[config.mk]
export PLATFORM = sky130hd
export DESIGN_NAME = stable_insertion_sorter
export DESIGN_NICKNAME = d
export VERILOG_FILES = /design/src/hw/rtl/sis_pkg.sv /design/src/hw/rtl/sis_cell.sv /design/src/hw/rtl/stable_insertion_sorter.sv
export SDC_FILE = /design/constraint.sdc
export NUM_CORES = 2
export LEC_CHECK = 0
export BUFFER_PORTS_ARGS = -buffer_cell sky130_fd_sc_hd__buf_2
export CAP_MARGIN = 20
export CORE_UTILIZATION = 40
export DETAILED_ROUTE_END_ITERATION = 10
export PLACE_DENSITY = 0.59
export SYNTH_ARGS = -nofsm -noshare
export SYNTH_HDL_FRONTEND = slang
export SYNTH_HIERARCHICAL = 1
export SYNTH_SLANG_ARGS = --single-unit
[constraint.sdc]
create_clock -name clock -period 6.35 [get_ports clock]
set_input_delay 1.27 -clock clock [delete_from_list [all_inputs] [get_ports clock]]
set_output_delay 1.27 -clock clock [all_outputs]
set_load 0.1 [all_outputs]
[src/hw/rtl/sis_pkg.sv]
// ----------------------------------------------------------------------------
// sis_pkg: shared types for the stable insertion sorter
// Entry layout of one sorting cell and the control word that drives the chain.
// ----------------------------------------------------------------------------
package sis_pkg;

   localparam int KEY_W = 16;
   localparam int TAG_W = 8;

   typedef struct packed {
      logic [TAG_W-1:0]        tag;
      logic signed [KEY_W-1:0] key;
   } entry_type;

   // insert: a new entry is placed this cycle; shift: chain moves toward cell 0
   typedef struct packed {
      logic insert;
      logic shift;
   } chain_ctrl_type;

   typedef enum logic {
      ST_LOAD,
      ST_DRAIN
   } state_type;

endpackage

[src/hw/rtl/sis_cell.sv]
// ----------------------------------------------------------------------------
// sis_cell: one slot of the insertion chain
// Holds one entry. On insert it keeps, takes its left neighbor or takes the
// new entry; on drain it takes its right neighbor.
// ----------------------------------------------------------------------------
module sis_cell (
   input  logic                    clock,
   input  sis_pkg::chain_ctrl_type ctrl,
   input  sis_pkg::entry_type      new_entry,
   input  sis_pkg::entry_type      left_entry,
   input  logic                    left_gt,
   input  logic                    left_occ,
   input  sis_pkg::entry_type      right_entry,
   input  logic                    occ,
   output sis_pkg::entry_type      cell_entry,
   output logic                    cell_gt
);

   sis_pkg::entry_type entry_ff;
   sis_pkg::entry_type entry_in;
   logic               take;

   // strict greater-than keeps equal keys in arrival order
   assign cell_gt = occ && (entry_ff.key > new_entry.key);
   assign take    = ctrl.insert && (cell_gt || !occ) && left_occ;

   always_comb begin
      entry_in = entry_ff;
      if (ctrl.shift) begin
         entry_in = right_entry;
      end else if (take) begin
         entry_in = left_gt ? left_entry : new_entry;
      end
   end

   always_ff @(posedge clock) begin
      entry_ff <= entry_in;
   end

   assign cell_entry = entry_ff;

endmodule

[src/hw/rtl/stable_insertion_sorter.sv]
// ----------------------------------------------------------------------------
// stable_insertion_sorter: stable ascending sort of a list of keyed items
// Chain of cells kept in key order; the last item of a list flushes it.
// ----------------------------------------------------------------------------
// Input stream (req_*): one item per transfer, tdata = {tag, key}, tlast marks
// the final item of a list. Items are inserted into the chain at one per
// cycle while the block is loading: every cell compares its key against the
// incoming key in parallel and the larger entries move up by one cell.
// Equal keys stay in arrival order. Once CAPACITY items are held, further
// items of the list are dropped and the overflow flag (rsp_tuser) is raised
// on every result of that run. After the tlast transfer the block stops
// accepting input and drains the chain through cell 0, one result per cycle
// while rsp_tready allows, N results for N stored items. rsp_tlast marks the
// final result; input is accepted again from the cycle in which that final
// result is presented.
// A stalled rsp_tready holds the output register and freezes the drain;
// input is not taken while a run is draining.
// Reset (synchronous, active high) empties the chain, clears the overflow
// flag and the output valid; cell contents are not cleared.
// ----------------------------------------------------------------------------
module stable_insertion_sorter #(
   parameter int CAPACITY = 32
) (
   input  logic        clock,
   input  logic        reset,
   input  logic        req_tvalid,
   output logic        req_tready,
   input  logic [23:0] req_tdata,   // [15:0] sort_key, [23:16] item_tag
   input  logic        req_tlast,   // is_last
   output logic        rsp_tvalid,
   input  logic        rsp_tready,
   output logic [23:0] rsp_tdata,   // [15:0] out_key, [23:16] out_tag
   output logic        rsp_tlast,   // last_out
   output logic [0:0]  rsp_tuser    // [0] overflow
);

   localparam int CNT_W = $clog2(CAPACITY + 1);

   sis_pkg::state_type      state_ff, state_in;
   logic [CNT_W-1:0]        count_ff, count_in;
   logic                    drop_ff, drop_in;
   logic                    rsp_valid_ff, rsp_valid_in;
   sis_pkg::entry_type      rsp_entry_ff, rsp_entry_in;
   logic                    rsp_last_ff, rsp_last_in;
   logic                    rsp_ovf_ff, rsp_ovf_in;

   sis_pkg::chain_ctrl_type ctrl;
   sis_pkg::entry_type      new_entry;
   sis_pkg::entry_type      cell_entry [CAPACITY];
   logic [CAPACITY-1:0]     cell_gt;
   logic [CAPACITY-1:0]     cell_occ;
   logic                    req_xfer;
   logic                    full;
   logic                    out_free;

   assign new_entry.key = req_tdata[15:0];
   assign new_entry.tag = req_tdata[23:16];
   assign req_tready    = (state_ff == sis_pkg::ST_LOAD);
   assign req_xfer      = req_tvalid && req_tready;
   assign full          = (count_ff == CNT_W'(CAPACITY));
   assign out_free      = !rsp_valid_ff || rsp_tready;

   genvar gi;
   generate
      for (gi = 0; gi < CAPACITY; gi++) begin : g_cell
         assign cell_occ[gi] = (count_ff > CNT_W'(gi));
         if (gi == 0) begin : g_head
            sis_cell u_cell (
               .clock       (clock),
               .ctrl        (ctrl),
               .new_entry   (new_entry),
               .left_entry  (new_entry),
               .left_gt     (1'b0),
               .left_occ    (1'b1),
               .right_entry (cell_entry[gi+1]),
               .occ         (cell_occ[gi]),
               .cell_entry  (cell_entry[gi]),
               .cell_gt     (cell_gt[gi])
            );
         end else if (gi == CAPACITY - 1) begin : g_tail
            sis_cell u_cell (
               .clock       (clock),
               .ctrl        (ctrl),
               .new_entry   (new_entry),
               .left_entry  (cell_entry[gi-1]),
               .left_gt     (cell_gt[gi-1]),
               .left_occ    (cell_occ[gi-1]),
               .right_entry (cell_entry[gi]),
               .occ         (cell_occ[gi]),
               .cell_entry  (cell_entry[gi]),
               .cell_gt     (cell_gt[gi])
            );
         end else begin : g_mid
            sis_cell u_cell (
               .clock       (clock),
               .ctrl        (ctrl),
               .new_entry   (new_entry),
               .left_entry  (cell_entry[gi-1]),
               .left_gt     (cell_gt[gi-1]),
               .left_occ    (cell_occ[gi-1]),
               .right_entry (cell_entry[gi+1]),
               .occ         (cell_occ[gi]),
               .cell_entry  (cell_entry[gi]),
               .cell_gt     (cell_gt[gi])
            );
         end
      end
   endgenerate

   always_comb begin
      state_in     = state_ff;
      count_in     = count_ff;
      drop_in      = drop_ff;
      rsp_valid_in = rsp_valid_ff && !rsp_tready;
      rsp_entry_in = rsp_entry_ff;
      rsp_last_in  = rsp_last_ff;
      rsp_ovf_in   = rsp_ovf_ff;
      ctrl.insert  = 1'b0;
      ctrl.shift   = 1'b0;
      unique case (state_ff)
         sis_pkg::ST_LOAD: begin
            if (req_xfer) begin
               if (full) begin
                  drop_in = 1'b1;
               end else begin
                  ctrl.insert = 1'b1;
                  count_in    = count_ff + CNT_W'(1);
               end
               if (req_tlast) begin
                  state_in = sis_pkg::ST_DRAIN;
               end
            end
         end
         sis_pkg::ST_DRAIN: begin
            if (out_free) begin
               ctrl.shift   = 1'b1;
               rsp_valid_in = 1'b1;
               rsp_entry_in = cell_entry[0];
               rsp_last_in  = (count_ff == CNT_W'(1));
               rsp_ovf_in   = drop_ff;
               count_in     = count_ff - CNT_W'(1);
               if (count_ff == CNT_W'(1)) begin
                  state_in = sis_pkg::ST_LOAD;
                  drop_in  = 1'b0;
               end
            end
         end
         default: state_in = sis_pkg::ST_LOAD;
      endcase
   end

   always_ff @(posedge clock) begin
      if (reset) begin
         state_ff     <= sis_pkg::ST_LOAD;
         count_ff     <= '0;
         drop_ff      <= 1'b0;
         rsp_valid_ff <= 1'b0;
      end else begin
         state_ff     <= state_in;
         count_ff     <= count_in;
         drop_ff      <= drop_in;
         rsp_valid_ff <= rsp_valid_in;
      end
   end

   always_ff @(posedge clock) begin
      rsp_entry_ff <= rsp_entry_in;
      rsp_last_ff  <= rsp_last_in;
      rsp_ovf_ff   <= rsp_ovf_in;
   end

   assign rsp_tvalid       = rsp_valid_ff;
   assign rsp_tdata[15:0]  = rsp_entry_ff.key;
   assign rsp_tdata[23:16] = rsp_entry_ff.tag;
   assign rsp_tlast        = rsp_last_ff;
   assign rsp_tuser[0]     = rsp_ovf_ff;

   a_count_bound: assert property (@(posedge clock) disable iff (reset)
      count_ff <= CNT_W'(CAPACITY))
      else $error("item count above capacity");

   a_drain_nonempty: assert property (@(posedge clock) disable iff (reset)
      state_ff == sis_pkg::ST_DRAIN |-> count_ff != '0)
      else $error("draining an empty chain");

   a_last_starts_drain: assert property (@(posedge clock) disable iff (reset)
      req_xfer && req_tlast |=> state_ff == sis_pkg::ST_DRAIN)
      else $error("end of list did not start the drain");

   // loading the final result leaves the chain empty and ready for input
   a_tlast_empties: assert property (@(posedge clock) disable iff (reset)
      ctrl.shift && rsp_last_in |=> state_ff == sis_pkg::ST_LOAD && count_ff == '0)
      else $error("final result while items remain");

endmodule
==> results.cfg <==
[cts]
clock-sinks = 803
post_cts_buffers = 0
clkTransAtPathRegs_ns = 0.06
numCtsBuffers = 94
cts_buffer_depth = 3
hold_buffers = 0
clkLatencyLatePin_ns = 0.71
htreeDepth = 3
cts_root_buffer = clkbuf_16
cts_tree = yes
post_cts_resized = 0

[global_route]
grt.busiest_layer = met2
gr-total-overflow = 0
antenna_found_initial = 7
grt_pass1_vias = 41900
met2_usage_pct = 37.0
globalRouteMet3Util_pct = 2.56
grt_pass1_wl_um = 240000
grt_use_met1_pct = 30.1
grt_max_degree = 228
grt_usage_pct = 22.1

[final_layout]
fin_cells = 7396
layout_commonest_cell = nand2_1
final_cell_mix = 944 x nand2_1, 811 x o21ai_0, 794 x edfxtp_1
nets = 6082
area_delta_synth_final_pct = 11.0
drive_gt1_share_pct = 7.57

[logic_synthesis]
syn_inst = 5482
ys_warn_count = 6
netlist_area_um2 = 54600
syn_nets = 6028
syn_avg_cell_area_um2 = 9.96

[sta]
period_needed_ns = 4.66
worst_pin_slew_ns = 1.22
finClkSkew_ns = 0.0304
setup_viol = 0
maxSlewHeadroom_pct = 17.8
tns_ns = 0
hold_viol = 0
whs_ns = 0.478
rsz0062_at_grt = no
timing.final.crit_share_pct = 73.4
drv_slew = 0
fmax_mhz = 215

[floorplanning]
core_area_um2 = 135000
dieArea_um2 = 138000
start_util_pct = 40.3
die_w_um = 371
die_h_um = 371
rows = 135
num_io_pins = 57

[power_and_ir_drop]
peakVddDrop_mv = 0.242
p_per_area_nw_per_um2 = 286
p_leak_nw = 23.0

[detailed_routing]
finalWirelength_um = 154000
routedWlPerCell_um = 20.8
drc = 0
vias = 41700
drt_iter0_markers = 3452
via_per_inst = 5.64
first_pass_iters = 5
postRouteAntennaNets = 0

[hold_path]
hold_path_depth = 0
min_to = rsp_tdata[16]$_DFFE_PP_
hold_class = reg2reg
min_from = g_cell[0].g_head.u_cell/cell_entry[16]$_DFFE_PP_

[placement]
dp_hpwl_um = 111000
globalplace.congestion = 0.847
dp.cells = 7221
io_buffers = 56

[flow_run]
maxCapViolations = 0

[critical_path]
crit_arrival_ns = 5.08
critPathCaptureType = flip-flop
worstSetupPathType = in2reg
r2r_end = g_cell[28].g_mid.u_cell/cell_entry[4]$_DFFE_PP_
required_ns = 6.77
start_kind = input pin
r2r_slack_ns = 2.19
cp_max_fo = 23
rr_worst_depth = 10
reg2reg_from = count_ff[1]$_SDFFE_PP0P_

[status]
outcome = complete, no violations
-- where the power goes --
part / switching (mW) / leakage (nW) / internal (mW)
combinational: 2.55 / 14.0 / 1.56
clock: 2.34 / 1.49 / 3.21
sequential: 0.691 / 7.55 / 6.99
-- flip-flops by register name (all words and copies together), names as in the netlist --
name                             count
drop_ff                              1
count_ff                             6
rsp_tdata                           24
rsp_tlast                            1
state_ff                             1
g_cell.g_head.u_cell/cell_entry     24
rsp_tuser                            1
g_cell.g_tail.u_cell/cell_entry     24
g_cell.g_mid.u_cell/cell_entry     720
rsp_tvalid                           1
-- cell type report --
class                   count  area, um2
clock buffers             129       2570
clock inverters            44        497
multi-input cells        3859      27400
diodes                      2       5.00
fillers                 13100      74900
flip-flops and latches    803      24000
inverters                 554       2080
repair buffers            224       1770
well taps                1781       2230
-- stage by stage --
step / setup slack [ns] / utilization, % / power (mW) / cell area (um2)
global route: 1.54 / 44.7 / 18.2 / 60600
global placement: 1.05 / 42.5 / 11.8 / 57500
detailed placement: 1.05 / 42.5 / 11.9 / 57500
CTS: 1.78 / 44.7 / 17.5 / 60600
finish: 1.69 / 44.7 / 17.4 / 60600
floorplan: 0.971 / - / 10.4 / 54600
-- worst max-delay path by stage --
stage / slack, ns / to / depth (start not counted) / start
after floorplan: 0.97 / g_cell[0].g_head.u_cell/cell_entry[0]$_DFFE_PP_ / 4 / rsp_tready
after global placement: 1.05 / g_cell[23].g_mid.u_cell/cell_entry[19]$_DFFE_PP_ / 9 / req_tdata[9]
after detailed placement: 1.05 / g_cell[12].g_mid.u_cell/cell_entry[5]$_DFFE_PP_ / 13 / req_tdata[14]
after CTS: 1.78 / g_cell[12].g_mid.u_cell/cell_entry[5]$_DFFE_PP_ / 13 / req_tdata[14]
after global routing: 1.54 / g_cell[12].g_mid.u_cell/cell_entry[6]$_DFFE_PP_ / 13 / req_tdata[14]
final: 1.69 / g_cell[12].g_mid.u_cell/cell_entry[6]$_DFFE_PP_ / 13 / req_tdata[14]
-- worst max-delay path: stages --
cell and delay, ns:
buf_2 0.59, buf_12 0.25, buf_4 0.18, inv_1 0.05, ha_1 0.29, nand4_1 0.17
nor4_1 0.62, a21boi_1 0.29, or4_1 0.17, and4_1 0.28, buf_4 0.43, mux2i_1 0.33
o21ai_0 0.12
-- layer usage --
| layer | up-vias | share of wire [%] |
|---|---|---|
| met5 | - | 0 |
| met4 | 0 | 2.3 |
| met3 | 206 | 4.5 |
| met2 | 919 | 47 |
| met1 | 20600 | 46 |
| li1 | 20000 | - |
No activity file was read; power rests on OpenSTA's default activity.
